===== config.mk =====
export PLATFORM = sky130hd
export DESIGN_NAME = glyph_blit_address_generator
export DESIGN_NICKNAME = d
export VERILOG_FILES = /design/src/hdl/gbag_pkg.sv /design/src/hdl/glyph_blit_address_generator.sv /design/src/hdl/gbag_table.sv /design/src/hdl/gbag_seq.sv /design/src/hdl/gbag_dpath.sv
export SDC_FILE = /design/constraint.sdc
export NUM_CORES = 2
export LEC_CHECK = 0
export ABC_AREA = 1
export BUFFER_PORTS_ARGS = -buffer_cell sky130_fd_sc_hd__buf_2
export CAP_MARGIN = 20
export CORE_AREA = 2 2 562 564
export CTS_BUF_LIST = sky130_fd_sc_hd__clkbuf_2 sky130_fd_sc_hd__clkbuf_4 sky130_fd_sc_hd__clkbuf_8
export CTS_CLUSTER_DIAMETER = 120
export DETAILED_ROUTE_END_ITERATION = 8
export DIE_AREA = 0 0 564 566
export MAX_ROUTING_LAYER = met4
export SLEW_MARGIN = 20
export SYNTH_ARGS = -nofsm -noshare
export SYNTH_HDL_FRONTEND = slang
export SYNTH_SLANG_ARGS = --single-unit

===== constraint.sdc =====
create_clock -name i_clk -period 11.7 [get_ports i_clk]
set_input_delay 1.755 -clock i_clk [delete_from_list [all_inputs] [get_ports i_clk]]
set_output_delay 1.755 -clock i_clk [all_outputs]
set_load 0.005 [all_outputs]

===== src/hdl/gbag_pkg.sv =====
// Package for the glyph blit address generator.
// Holds the item payload types, the register map, and the microcode ROM.
// No dependencies.
package gbag_pkg;

    typedef struct packed {
        logic        op;
        logic [6:0]  entry_index;
        logic [7:0]  entry_code;
        logic [15:0] entry_pack;
        logic [7:0]  char_code;
        logic [8:0]  x_pos;
        logic [7:0]  y_pos;
    } t_in_item;

    typedef struct packed {
        logic [15:0] dest_offset;
        logic [15:0] source_offset;
        logic [4:0]  copy_width;
        logic        last_row;
    } t_out_item;

    // op codes of an input item
    localparam logic OP_LOAD = 1'b0;
    localparam logic OP_DRAW = 1'b1;

    typedef struct packed {
        logic [7:0]  glyphs_per_row;
        logic [4:0]  cell_width;
        logic [5:0]  cell_height;
        logic [11:0] image_width;
        logic [7:0]  table_length;
        logic [15:0] dest_base;
    } t_cfg;

    localparam logic [2:0] CFG_GLYPHS_PER_ROW = 3'd0;
    localparam logic [2:0] CFG_CELL_WIDTH     = 3'd1;
    localparam logic [2:0] CFG_CELL_HEIGHT    = 3'd2;
    localparam logic [2:0] CFG_IMAGE_WIDTH    = 3'd3;
    localparam logic [2:0] CFG_TABLE_LENGTH   = 3'd4;
    localparam logic [2:0] CFG_DEST_BASE      = 3'd5;

    localparam t_cfg CFG_RESET = '{
        glyphs_per_row: 8'd0,
        cell_width:     5'd8,
        cell_height:    6'd8,
        image_width:    12'd320,
        table_length:   8'd0,
        dest_base:      16'd0
    };

    // one table slot: code plus packed descriptor
    typedef struct packed {
        logic [7:0]  code;
        logic [15:0] pack;
    } t_entry;

    // descriptor fields
    localparam int PK_ROW_LSB   = 14;
    localparam int PK_WIDTH_LSB = 9;

    // datapath actions
    typedef enum logic [3:0] {
        UOP_NOP,
        UOP_ACCEPT,
        UOP_READ,
        UOP_DECODE,
        UOP_DIV,
        UOP_MONO,
        UOP_MUL1,
        UOP_MUL2,
        UOP_ADD,
        UOP_EMIT
    } t_uop;

    // jump conditions
    typedef enum logic [3:0] {
        C_NEVER,
        C_ALWAYS,
        C_NO_DRAW,
        C_SKIP,
        C_MISS_MORE,
        C_MATCH,
        C_PROP,
        C_DIV_MORE,
        C_NO_OUT,
        C_EMIT_LOOP
    } t_cond;

    typedef logic [3:0] t_pc;

    typedef struct packed {
        t_uop  uop;
        t_cond cond;
        t_pc   target;
    } t_uword;

    // status flags the sequencer tests
    typedef struct packed {
        logic no_draw;
        logic skip;
        logic miss_more;
        logic match;
        logic prop;
        logic div_more;
        logic no_out;
        logic emit_loop;
    } t_stat;

    localparam t_pc S_WAIT   = 4'd0;
    localparam t_pc S_CHECK  = 4'd1;
    localparam t_pc S_READ   = 4'd2;
    localparam t_pc S_CMP    = 4'd3;
    localparam t_pc S_HIT    = 4'd4;
    localparam t_pc S_MISS   = 4'd5;
    localparam t_pc S_DECODE = 4'd6;
    localparam t_pc S_DIV    = 4'd7;
    localparam t_pc S_MONO   = 4'd8;
    localparam t_pc S_SIZE   = 4'd9;
    localparam t_pc S_BASE   = 4'd10;
    localparam t_pc S_OFFS   = 4'd11;
    localparam t_pc S_EMIT   = 4'd12;
    localparam t_pc S_DONE   = 4'd13;

    localparam int PROG_LEN = 14;

    localparam t_uword UPROG [PROG_LEN] = '{
        '{UOP_ACCEPT, C_NO_DRAW,   S_WAIT},    // S_WAIT
        '{UOP_NOP,    C_SKIP,      S_WAIT},    // S_CHECK
        '{UOP_READ,   C_NEVER,     S_WAIT},    // S_READ
        '{UOP_NOP,    C_MISS_MORE, S_READ},    // S_CMP
        '{UOP_NOP,    C_MATCH,     S_DECODE},  // S_HIT
        '{UOP_NOP,    C_ALWAYS,    S_WAIT},    // S_MISS
        '{UOP_DECODE, C_PROP,      S_SIZE},    // S_DECODE
        '{UOP_DIV,    C_DIV_MORE,  S_DIV},     // S_DIV
        '{UOP_MONO,   C_NEVER,     S_WAIT},    // S_MONO
        '{UOP_MUL1,   C_NO_OUT,    S_WAIT},    // S_SIZE
        '{UOP_MUL2,   C_NEVER,     S_WAIT},    // S_BASE
        '{UOP_ADD,    C_NEVER,     S_WAIT},    // S_OFFS
        '{UOP_EMIT,   C_EMIT_LOOP, S_EMIT},    // S_EMIT
        '{UOP_NOP,    C_ALWAYS,    S_WAIT}     // S_DONE
    };

endpackage


===== src/hdl/glyph_blit_address_generator.sv =====
// Glyph blit address generator. A draw item searches the table slot by slot,
// then emits one row copy per cell row (MAX_ROWS at most); monospace mode adds
// 8 divider steps and the x offset multiply. Output stalls hold the emit loop.
// Items are taken one at a time. Synchronous active-low reset restores the
// register defaults and the sequencer; the glyph table is not cleared.
module glyph_blit_address_generator #(
    parameter int TABLE_DEPTH  = 128,
    parameter int MAX_ROWS     = 32,
    parameter int SCREEN_WIDTH = 320
) (
    input  logic                i_clk,
    input  logic                i_rst_n,
    input  logic                i_in_valid,
    output logic                o_in_stall,
    input  gbag_pkg::t_in_item  i_in_data,
    output logic                o_out_valid,
    input  logic                i_out_stall,
    output gbag_pkg::t_out_item o_out_data,
    input  logic                i_cfg_valid,
    output logic                o_cfg_ready,
    input  logic [2:0]          i_cfg_index,
    input  logic [15:0]         i_cfg_data
);
    import gbag_pkg::*;

    t_cfg  r_cfg;
    t_uop  uop;
    t_stat stat;

    assign o_cfg_ready = i_rst_n;

    always_ff @(posedge i_clk) begin
        if (!i_rst_n) begin
            r_cfg <= CFG_RESET;
        end else if (i_cfg_valid && o_cfg_ready) begin
            case (i_cfg_index)
                CFG_GLYPHS_PER_ROW: r_cfg.glyphs_per_row <= i_cfg_data[7:0];
                CFG_CELL_WIDTH:     r_cfg.cell_width     <= i_cfg_data[4:0];
                CFG_CELL_HEIGHT:    r_cfg.cell_height    <= i_cfg_data[5:0];
                CFG_IMAGE_WIDTH:    r_cfg.image_width    <= i_cfg_data[11:0];
                CFG_TABLE_LENGTH:   r_cfg.table_length   <= i_cfg_data[7:0];
                CFG_DEST_BASE:      r_cfg.dest_base      <= i_cfg_data;
                default: begin
                end
            endcase
        end
    end

    gbag_seq u_seq (
        .i_clk   (i_clk),
        .i_rst_n (i_rst_n),
        .i_stat  (stat),
        .o_uop   (uop)
    );

    gbag_dpath #(
        .TABLE_DEPTH  (TABLE_DEPTH),
        .MAX_ROWS     (MAX_ROWS),
        .SCREEN_WIDTH (SCREEN_WIDTH)
    ) u_dpath (
        .i_clk       (i_clk),
        .i_rst_n     (i_rst_n),
        .i_uop       (uop),
        .o_stat      (stat),
        .i_cfg       (r_cfg),
        .i_in_valid  (i_in_valid),
        .o_in_stall  (o_in_stall),
        .i_in_data   (i_in_data),
        .o_out_valid (o_out_valid),
        .i_out_stall (i_out_stall),
        .o_out_data  (o_out_data)
    );

endmodule


===== src/hdl/gbag_table.sv =====
// Glyph table memory: one write port, one registered read port.
// Depends on gbag_pkg for the slot type.
module gbag_table #(
    parameter int DEPTH = 128,
    parameter int IW    = 7
) (
    input  logic            i_clk,
    input  logic            i_we,
    input  logic [IW-1:0]   i_waddr,
    input  gbag_pkg::t_entry i_wdata,
    input  logic            i_re,
    input  logic [IW-1:0]   i_raddr,
    output gbag_pkg::t_entry o_rdata
);
    import gbag_pkg::*;

    t_entry r_mem [DEPTH];
    t_entry r_rdata;

    always_ff @(posedge i_clk) begin
        if (i_we) begin
            r_mem[i_waddr] <= i_wdata;
        end
        if (i_re) begin
            r_rdata <= r_mem[i_raddr];
        end
    end

    assign o_rdata = r_rdata;

endmodule


===== src/hdl/gbag_seq.sv =====
// Microcode sequencer: step counter, control ROM lookup and jump logic.
// Depends on gbag_pkg for the ROM and the control/status types.
module gbag_seq (
    input  logic            i_clk,
    input  logic            i_rst_n,
    input  gbag_pkg::t_stat i_stat,
    output gbag_pkg::t_uop  o_uop
);
    import gbag_pkg::*;

    t_pc    r_pc;
    t_pc    n_pc;
    t_uword word;
    logic   take;

    assign word  = UPROG[r_pc];
    assign o_uop = word.uop;

    always_comb begin
        unique case (word.cond)
            C_NEVER:     take = 1'b0;
            C_ALWAYS:    take = 1'b1;
            C_NO_DRAW:   take = i_stat.no_draw;
            C_SKIP:      take = i_stat.skip;
            C_MISS_MORE: take = i_stat.miss_more;
            C_MATCH:     take = i_stat.match;
            C_PROP:      take = i_stat.prop;
            C_DIV_MORE:  take = i_stat.div_more;
            C_NO_OUT:    take = i_stat.no_out;
            C_EMIT_LOOP: take = i_stat.emit_loop;
            default:     take = 1'b1;
        endcase
        n_pc = take ? word.target : t_pc'(r_pc + 4'd1);
    end

    always_ff @(posedge i_clk) begin
        if (!i_rst_n) begin
            r_pc <= S_WAIT;
        end else begin
            r_pc <= n_pc;
        end
    end

endmodule


===== src/hdl/gbag_dpath.sv =====
// Datapath: item intake, table search, bitwise divider, offset arithmetic,
// and the output register. Driven by the microcode word from gbag_seq.
// Depends on gbag_pkg and gbag_table.
module gbag_dpath #(
    parameter int TABLE_DEPTH  = 128,
    parameter int MAX_ROWS     = 32,
    parameter int SCREEN_WIDTH = 320
) (
    input  logic                i_clk,
    input  logic                i_rst_n,
    input  gbag_pkg::t_uop      i_uop,
    output gbag_pkg::t_stat     o_stat,
    input  gbag_pkg::t_cfg      i_cfg,
    input  logic                i_in_valid,
    output logic                o_in_stall,
    input  gbag_pkg::t_in_item  i_in_data,
    output logic                o_out_valid,
    input  logic                i_out_stall,
    output gbag_pkg::t_out_item o_out_data
);
    import gbag_pkg::*;

    localparam int IW = (TABLE_DEPTH > 1) ? $clog2(TABLE_DEPTH) : 1;
    localparam logic [8:0]  DEPTH9 = 9'(TABLE_DEPTH);
    localparam logic [6:0]  MAXR7  = 7'(MAX_ROWS);
    localparam logic [15:0] SW16   = 16'(SCREEN_WIDTH);

    // item intake; nothing is taken while reset is held
    logic acc, draw_acc, we;
    assign o_in_stall = (i_uop != UOP_ACCEPT) || !i_rst_n;
    assign acc        = i_in_valid && !o_in_stall;
    assign draw_acc   = acc && (i_in_data.op == OP_DRAW);
    assign we         = acc && (i_in_data.op == OP_LOAD)
                        && ({2'b00, i_in_data.entry_index} < DEPTH9);

    // search state
    logic [IW:0]   r_idx;
    logic [IW-1:0] r_hit_idx;
    logic [7:0]    r_code;
    logic [8:0]    r_x;
    logic [7:0]    r_y;
    t_entry        rdata;
    logic [8:0]    lim;

    assign lim = ({1'b0, i_cfg.table_length} < DEPTH9) ? {1'b0, i_cfg.table_length} : DEPTH9;

    gbag_table #(
        .DEPTH (TABLE_DEPTH),
        .IW    (IW)
    ) u_table (
        .i_clk   (i_clk),
        .i_we    (we),
        .i_waddr (IW'(i_in_data.entry_index)),
        .i_wdata ('{code: i_in_data.entry_code, pack: i_in_data.entry_pack}),
        .i_re    (i_uop == UOP_READ),
        .i_raddr (r_idx[IW-1:0]),
        .o_rdata (rdata)
    );

    // glyph geometry and divider
    logic [7:0]  r_row;
    logic [4:0]  r_width;
    logic [12:0] r_xoff;
    logic [7:0]  r_quo;
    logic [7:0]  r_rem;
    logic [2:0]  r_cnt;
    logic [8:0]  rem_sh;
    logic        div_ge;
    logic [8:0]  rem_diff;

    assign rem_sh   = {r_rem, r_quo[7]};
    assign div_ge   = rem_sh >= {1'b0, i_cfg.glyphs_per_row};
    assign rem_diff = rem_sh - {1'b0, i_cfg.glyphs_per_row};

    // offsets
    logic [13:0] r_sprod;
    logic [15:0] r_dprod;
    logic [15:0] r_src;
    logic [15:0] r_dest;
    logic [6:0]  r_left;
    logic [6:0]  rows;
    logic [25:0] src_prod;
    logic        can_load;
    logic        last;
    logic        emit_load;

    assign rows      = (7'(i_cfg.cell_height) < MAXR7) ? 7'(i_cfg.cell_height) : MAXR7;
    assign src_prod  = r_sprod * i_cfg.image_width;
    assign can_load  = !o_out_valid || !i_out_stall;
    assign last      = (r_left == 7'd1);
    assign emit_load = (i_uop == UOP_EMIT) && can_load;

    // status to the sequencer
    always_comb begin
        o_stat.no_draw   = !draw_acc;
        o_stat.skip      = (r_code == 8'd0) || (lim == 9'd0);
        o_stat.match     = (rdata.code == r_code);
        o_stat.miss_more = !o_stat.match && (9'(r_idx) < lim);
        o_stat.prop      = (i_cfg.glyphs_per_row == 8'd0);
        o_stat.div_more  = (r_cnt != 3'd0);
        o_stat.no_out    = (r_width == 5'd0) || (rows == 7'd0);
        o_stat.emit_loop = !(can_load && last);
    end

    always_ff @(posedge i_clk) begin
        case (i_uop)
            UOP_ACCEPT: begin
                if (draw_acc) begin
                    r_code <= i_in_data.char_code;
                    r_x    <= i_in_data.x_pos;
                    r_y    <= i_in_data.y_pos;
                    r_idx  <= '0;
                end
            end
            UOP_READ: begin
                r_hit_idx <= r_idx[IW-1:0];
                r_idx     <= r_idx + 1'b1;
            end
            UOP_DECODE: begin
                r_row   <= {6'd0, rdata.pack[PK_ROW_LSB +: 2]};
                r_width <= rdata.pack[PK_WIDTH_LSB +: 5];
                r_xoff  <= {4'd0, rdata.pack[8:0]};
                r_quo   <= 8'(r_hit_idx);
                r_rem   <= '0;
                r_cnt   <= 3'd7;
            end
            UOP_DIV: begin
                // restoring division, one quotient bit per step
                r_rem <= div_ge ? rem_diff[7:0] : rem_sh[7:0];
                r_quo <= {r_quo[6:0], div_ge};
                r_cnt <= r_cnt - 3'd1;
            end
            UOP_MONO: begin
                r_row   <= r_quo;
                r_width <= i_cfg.cell_width;
                r_xoff  <= r_rem * i_cfg.cell_width;
            end
            UOP_MUL1: begin
                r_sprod <= r_row * i_cfg.cell_height;
                r_dprod <= 16'(r_y) * SW16;
            end
            UOP_MUL2: begin
                r_src  <= src_prod[15:0];
                r_dest <= i_cfg.dest_base + r_dprod + 16'(r_x);
            end
            UOP_ADD: begin
                r_src  <= r_src + 16'(r_xoff);
                r_left <= rows;
            end
            UOP_EMIT: begin
                if (can_load) begin
                    r_dest <= r_dest + SW16;
                    r_src  <= r_src + 16'(i_cfg.image_width);
                    r_left <= r_left - 7'd1;
                end
            end
            default: begin
            end
        endcase
    end

    // output register
    t_out_item r_out;

    always_ff @(posedge i_clk) begin
        if (!i_rst_n) begin
            o_out_valid <= 1'b0;
        end else if (emit_load) begin
            o_out_valid <= 1'b1;
        end else if (!i_out_stall) begin
            o_out_valid <= 1'b0;
        end
        if (emit_load) begin
            r_out <= '{dest_offset: r_dest, source_offset: r_src,
                       copy_width: r_width, last_row: last};
        end
    end

    assign o_out_data = r_out;

endmodule


==> Word level (Yosys, flattened, before mapping) <==
Memories as Yosys holds them, arrays and structs flattened. A register that Yosys moved wholly into a read port is not among the register bits.
Cells that the tools add are included.
{ "totals": {"register_bits": 246, "ram_bits": 3072, "rom_bits": 192, "in_bits": 81, "output_inout_bits": 41, "wordCells": 147, "mem_count": 2} }
{ "classes": {"n_addsub": 10, "n_mul": 4, "order_cmp": 5, "eq_ne": 28, "n_mux": 25, "n_bitwise": 2, "reduce_logical": 43} }
{ "memory_table": {"columns": ["name", "words", "word_bits", "rd", "rd_clocked_by_memory_dff", "wr", "line", "rtl"], "rows": [
  ["u_dpath.u_table.r_mem", 128, 24, 1, 1, 1, "gbag_table.sv:17", "t_entry r_mem [DEPTH];"],
  ["(name not given)", 16, 12, 1, 0, 0, "gbag_seq.sv:16", "assign word = UPROG[r_pc];"]
]} }
{ "ops": {"columns": ["cell", "count"], "rows": [
  ["$pmux 8 s2", 4],
  ["$pmux 16 s3", 1],
  ["$eq 4x3->1 const B", 8],
  ["$mux 16", 2],
  ["$pmux 16 s2", 1],
  ["$pmux 13 s2", 1],
  ["$mux 12", 2],
  ["$mux 8", 3],
  ["$reduce_and 2->1", 11],
  ["$add 16x12->16", 1],
  ["$add 16x13->16", 1],
  ["$add 16x16->16", 1],
  ["$add 16x9->16", 1],
  ["$add 16x9->16 const B", 1],
  ["$eq 4x2->1 const B", 4],
  ["$eq 4x4->1 const B", 4],
  ["$logic_not 8->1", 2],
  ["$mul 14x12->16", 1],
  ["$mul 8x6->14", 1],
  ["$pmux 7 s2", 1],
  ["$mul 8x5->13", 1],
  ["$mul 8x3->10 const B", 1],
  ["$pmux 5 s2", 1],
  ["$reduce_bool 2->1", 5],
  ["other kinds (35)", 58]
]} }

==> Logic depth before layout (Yosys ltp) <==
{ "depth": {"word_depth": 12, "mapped_depth": 25, "mapped_depth_nobuf": 24} }

==> Hierarchy <==
Synthesis repeated with hierarchy kept, for this count alone.
{ "unflattened": {"hier_cells": 12368, "hier_area_um2": 143461.3} }
{ "by_module_without_submodules": {"columns": ["mod", "instances", "cells_each", "area_per_inst_um2", "seq_area_each_um2"], "rows": [
  ["gbag_table", 1, 10092, 124289.2, 92969.2],
  ["gbag_dpath", 1, 1842, 16203.0, 5605.4],
  ["glyph_blit_address_generator", 1, 330, 2328.5, 1101.1],
  ["gbag_seq", 1, 104, 640.6, 80.1]
]} }

==> Least setup slack after synthesis <==
No wires, ideal clock.
{ "synth_path": {"kind": "flip-flop to flip-flop", "startpoint": "register r_cfg[27] (netlist name)", "endpoint": "register u_dpath.r_src[15], data pin", "setup_ns": 0.253, "t_arrival_ns": 4.410, "slack_ns": 7.037, "stages_incl_launch_ff": 20, "path_buffers": 1, "path_cell_list": "dfxtp_1 -> clkbuf_1 -> nand2_1 -> fa_1 -> inv_1 -> fa_1 -> fa_1 -> fa_1 -> inv_1 -> fa_1 -> inv_1 -> ha_1 -> inv_1 -> o21bai_1 -> a221oi_1 -> nand3_1 -> nand3_1 -> nand2_1 -> nand2_1 -> nand2_1"} }
{ "synth_via": {"elab_chain_len": 3} }
{ "synth_lines": {"columns": ["item", "line", "rtl"], "rows": [
  ["start, declared", "glyph_blit_address_generator.sv:26", "t_cfg r_cfg;"],
  ["parallel branches: the longest is 2 deep, another holds $mul 14x12->16", null, null],
  ["$pmux 16 s3 *", "gbag_dpath.sv:106", "case (i_uop)"],
  ["end signal, assigned", "gbag_dpath.sv:143", "r_src <= src_prod[15:0];"],
  ["end signal, assigned", "gbag_dpath.sv:147", "r_src <= r_src + 16'(r_xoff);"],
  ["end signal, assigned", "gbag_dpath.sv:153", "r_src <= r_src + 16'(i_cfg.image_width);"],
  ["end, declared", "gbag_dpath.sv:78", "logic [15:0] r_src;"]
]} }
Mark *: on every way between the ends. The select of a mux whose other input is x is not followed.
A chain may end at the register's enable or synchronous reset.

==> results.toml <==
[placed_design]
placed_cells = 15188
gp_congestion = 0.925
port_buffers = 121
placedInstanceArea_mm2 = 0.145
hpwlAfterDp_um = 236000

[min_path]
worstHoldStart = "u_dpath.r_dest[5]"
hold_class = "flip-flop to flip-flop"
holdPathStages = 0
hold_end = "u_dpath.o_out_data[27]"

[pwr]
power.switching_w = 0.00822
ir_worst_vdd_mv = 0.121
clkPwrFrac_pct = 35.9
p_sw_share_pct = 29.5
p_leak_nw = 53.0
p_seq_share_pct = 47.9
pwr-share-comb_pct = 16.2
p_int_w = 0.0197
power_density_mw_per_mm2 = 179

[yosys]
netlist_instances = 11374
synth_nets = 11740
synth-main-ff-cell = "edfxtp_1"
yosysWarnings = 0
synth_cell_types = 53
async_flop_share_pct = 0
synth_edf_count = 3282
yosysSeqAreaShare_pct = 71.1
synthesis.area_mm2 = 0.140
synth-xor-area-share_pct = 0.368
synth_compound_area_share_pct = 10.9
synth_mux_area_share_pct = 0
avgSynthCellArea_um2 = 12.3
ys_seq_elements = 3342
synth_top_family_by_area = "compound AO/OA/AOI/OAI gates"
synthAdderAreaFrac_pct = 3.23
synth-simple-area-share_pct = 10.8

[flow_run]
maxCapViolCount = 0

[critical_path]
worst_r2r_endpoint = "u_dpath.u_table.o_rdata[2]"
start_kind = "flip-flop"
cp.required_ns = 12.71
rrSetupSlack_ns = 6.27
critPathKind = "flip-flop to flip-flop"
cp.arrival_ns = 6.44
path_cells = "buf_4 > inv_8 > buf_4 > buf_4 > buf_4 > o21ai_0 > o22ai_1 > nand2_1 > nand3_1 > nand2_1 > nor2_1 > nor2_1 > nor2_1"
rr_startpoint = "u_dpath.r_idx[1]"
cp_slowest_stage_delay_ns = 0.80
crit_top_cell = "buf_4"
worst_setup_path_end_kind = "flip-flop"
critPathBufInv = 5
crit_slowest_cell = "buf_4"
crit_fanout = 69
cp-startpoint = "u_dpath.r_idx[1]"
worst_path_dominant_cell_family = "buffers and inverters"
worst-r2r-cell-count = 13

[sta]
slew_violations = 0
setup_tns_ns = 0
fin_crit_sh_pct = 46.4
setup_violations = 0
slew_headroom_pct = 22.0
fin_crit_ns = 5.43
max_freq_mhz = 184
rsz0062_at_grt = "false"
worstMarginPinSlew_ns = 1.17
clock_skew_ns = 0.0843
hold_viol = 0

[drt]
dr.pass1.iters = 8
drc_errors = 0
wire_per_inst_um = 26.4
detail_route.vias_per_cell = 5.82
drtAntennaViolNets = 0
vias = 94141
drt_iter0_drc = 11762
wl_um = 428000

[die]
coreArea_mm2 = 0.313
die_area_mm2 = 0.319
dieHeight_um = 566
rows = 206
die_w_um = 564
ios = 122
start_util_pct = 44.8

[cts]
cts_tree = "yes"
cts_buffers = 558
cts-root-buf = "clkbuf_8"
clockBufferDepth = 4
clock_latency_ns = 1.19
hold_buffers = 0
clkSinkCount = 3342
ctsResizeCount = 0
postCtsSetupBuffers = 0
cts-htree-levels = 6
clk_pin_slew_ns = 0.06

[final_layout]
areaGrowthSynthToFinish_pct = 11.0
post-route-util_pct = 49.7
final_cells = 16173
final_area_mm2 = 0.156
layout.nets = 11954
drive_gt1_share_pct = 11.4

[global_route]
grt_overflow = 0
grt_antenna_before_repair = 27
grt_max_degree = 192
grt_usage_pct = 26.9
first_global_vias = 90595
grt_pass1_wl_um = 614000

[outcome]
status = "completed"
## how the worst max path moves through the flow
stage | endpoint | slack [ns] | cells past startpoint
finish | u_dpath.u_table.o_rdata[2] | 6.27 | 13
global route | u_dpath.r_src[14] | 6.08 | 17
CTS | u_dpath.r_src[14] | 6.38 | 17
detailed placement | u_dpath.r_src[14] | 6.34 | 17
global placement | u_dpath.r_src[15] | 6.28 | 18
floorplan | u_dpath.r_src[15] | 7.04 | 19
## registers in the layout, indices dropped and copies added, names as in the netlist, 3 cells and up
signal / flops
u_dpath.r_src: 16
u_dpath.r_dprod: 10
u_dpath.r_idx: 8
u_dpath.u_table.r_mem: 3072
u_dpath.r_y: 8
u_dpath.r_code: 8
u_dpath.r_x: 9
u_dpath.r_width: 5
u_seq.r_pc: 4
u_dpath.o_out_data: 38
u_dpath.r_row: 8
u_dpath.u_table.o_rdata: 24
r_cfg: 55
u_dpath.r_cnt: 3
u_dpath.r_left: 7
u_dpath.r_rem: 8
u_dpath.r_dest: 16
u_dpath.r_sprod: 14
u_dpath.r_quo: 8
u_dpath.r_hit_idx: 7
u_dpath.r_xoff: 13
## cell usage after synthesis (all sizes together) (4+ instances only)
cell type | instances | area, um2
o211ai | 323 | 2420
buf | 359 | 2150
o21ai | 1719 | 8610
inv | 426 | 1600
o21bai | 7 | 52.6
nand3b | 8 | 60.1
o22ai | 331 | 2070
xnor2 | 27 | 236
a21o | 7 | 52.6
nor4 | 4 | 25.0
dfxtp | 60 | 1200
clkbuf | 347 | 1310
xor2 | 32 | 280
nand4 | 17 | 121
clkinv | 10 | 37.5
nor2 | 2294 | 8670
a21oi | 201 | 1010
fa | 128 | 2560
ha | 157 | 1960
nor3 | 14 | 70.1
a31oi | 4 | 25.0
o221ai | 12 | 105
a22oi | 104 | 781
nand2 | 1084 | 4070
edfxtp | 3282 | 98600
nand3 | 399 | 2110
## layer usage
layer | vias to the layer above | routed length [um] | GRT usage, %
li1 | 41412 | - | -
met1 | 47294 | 172000 | 35.8
met5 | - | 0 | -
met2 | 4715 | 200000 | 41.3
met3 | 720 | 40600 | 4.66
met4 | 0 | 15300 | 9.86
## cells in the final DEF, fill, tap and decap left out, drive strengths merged, types with 2 or more instances in the layout
cell	count
o21ai	1719
buf	360
a22oi	104
or2	2
a21oi	201
nand2	1084
clkinv	166
diode	28
a211oi	2
o22ai	331
a21boi	3
clkbuf	746
dfxtp	60
nand3	399
o21bai	7
a21o	7
xor2	32
a31oi	4
ha	157
o221ai	12
clkinvlp	15
xnor2	27
nor3b	3
o211ai	323
nor2	2294
nand4	17
bufinv	8
nor4	4
inv	458
fa	128
nor3	14
edfxtp	3282
nand3b	8
## power groups by stage
stage	logic (W)	clock network [W]	registers, W
after floorplan	0.00272	0	0.0135
after global placement	0.00437	0	0.0136
after detailed placement	0.00443	0	0.0136
after CTS	0.00445	0.0102	0.0133
after global routing	0.00486	0.0106	0.0133
final	0.00451	0.0100	0.0133
## kinds of logic after synthesis
| logic type | count (synthesis) |
|---|---|
| flops | 3342 |
| fa+ha+maj | 285 |
| simple gates | 3826 |
| compound gates | 2720 |
| buf+inv | 1142 |
| xor+xnor | 59 |
## layout make-up
type	count	area, um2
Clock buffer	746	9150
Clock inverter	211	1400
Inverter	436	1680
Tap cell	4160	5200
Timing Repair Buffer	360	2700
Sequential cell	3342	99800
Antenna cell	28	70.1
Multi-Input combinational cell	6890	35800
Fill cell	27291	158000
## metrics by stage
stage	total power (W)	worst slack, ns	hold WS [ns]
2_1_floorplan	0.0163	7.04	0.400
3_3_place_gp	0.0180	6.28	0.404
3_5_place_dp	0.0180	6.34	0.408
4_1_cts	0.0280	6.38	0.377
5_1_grt	0.0289	6.08	0.424
6_report	0.0279	6.27	0.378
(Power assumes the default switching activity.)
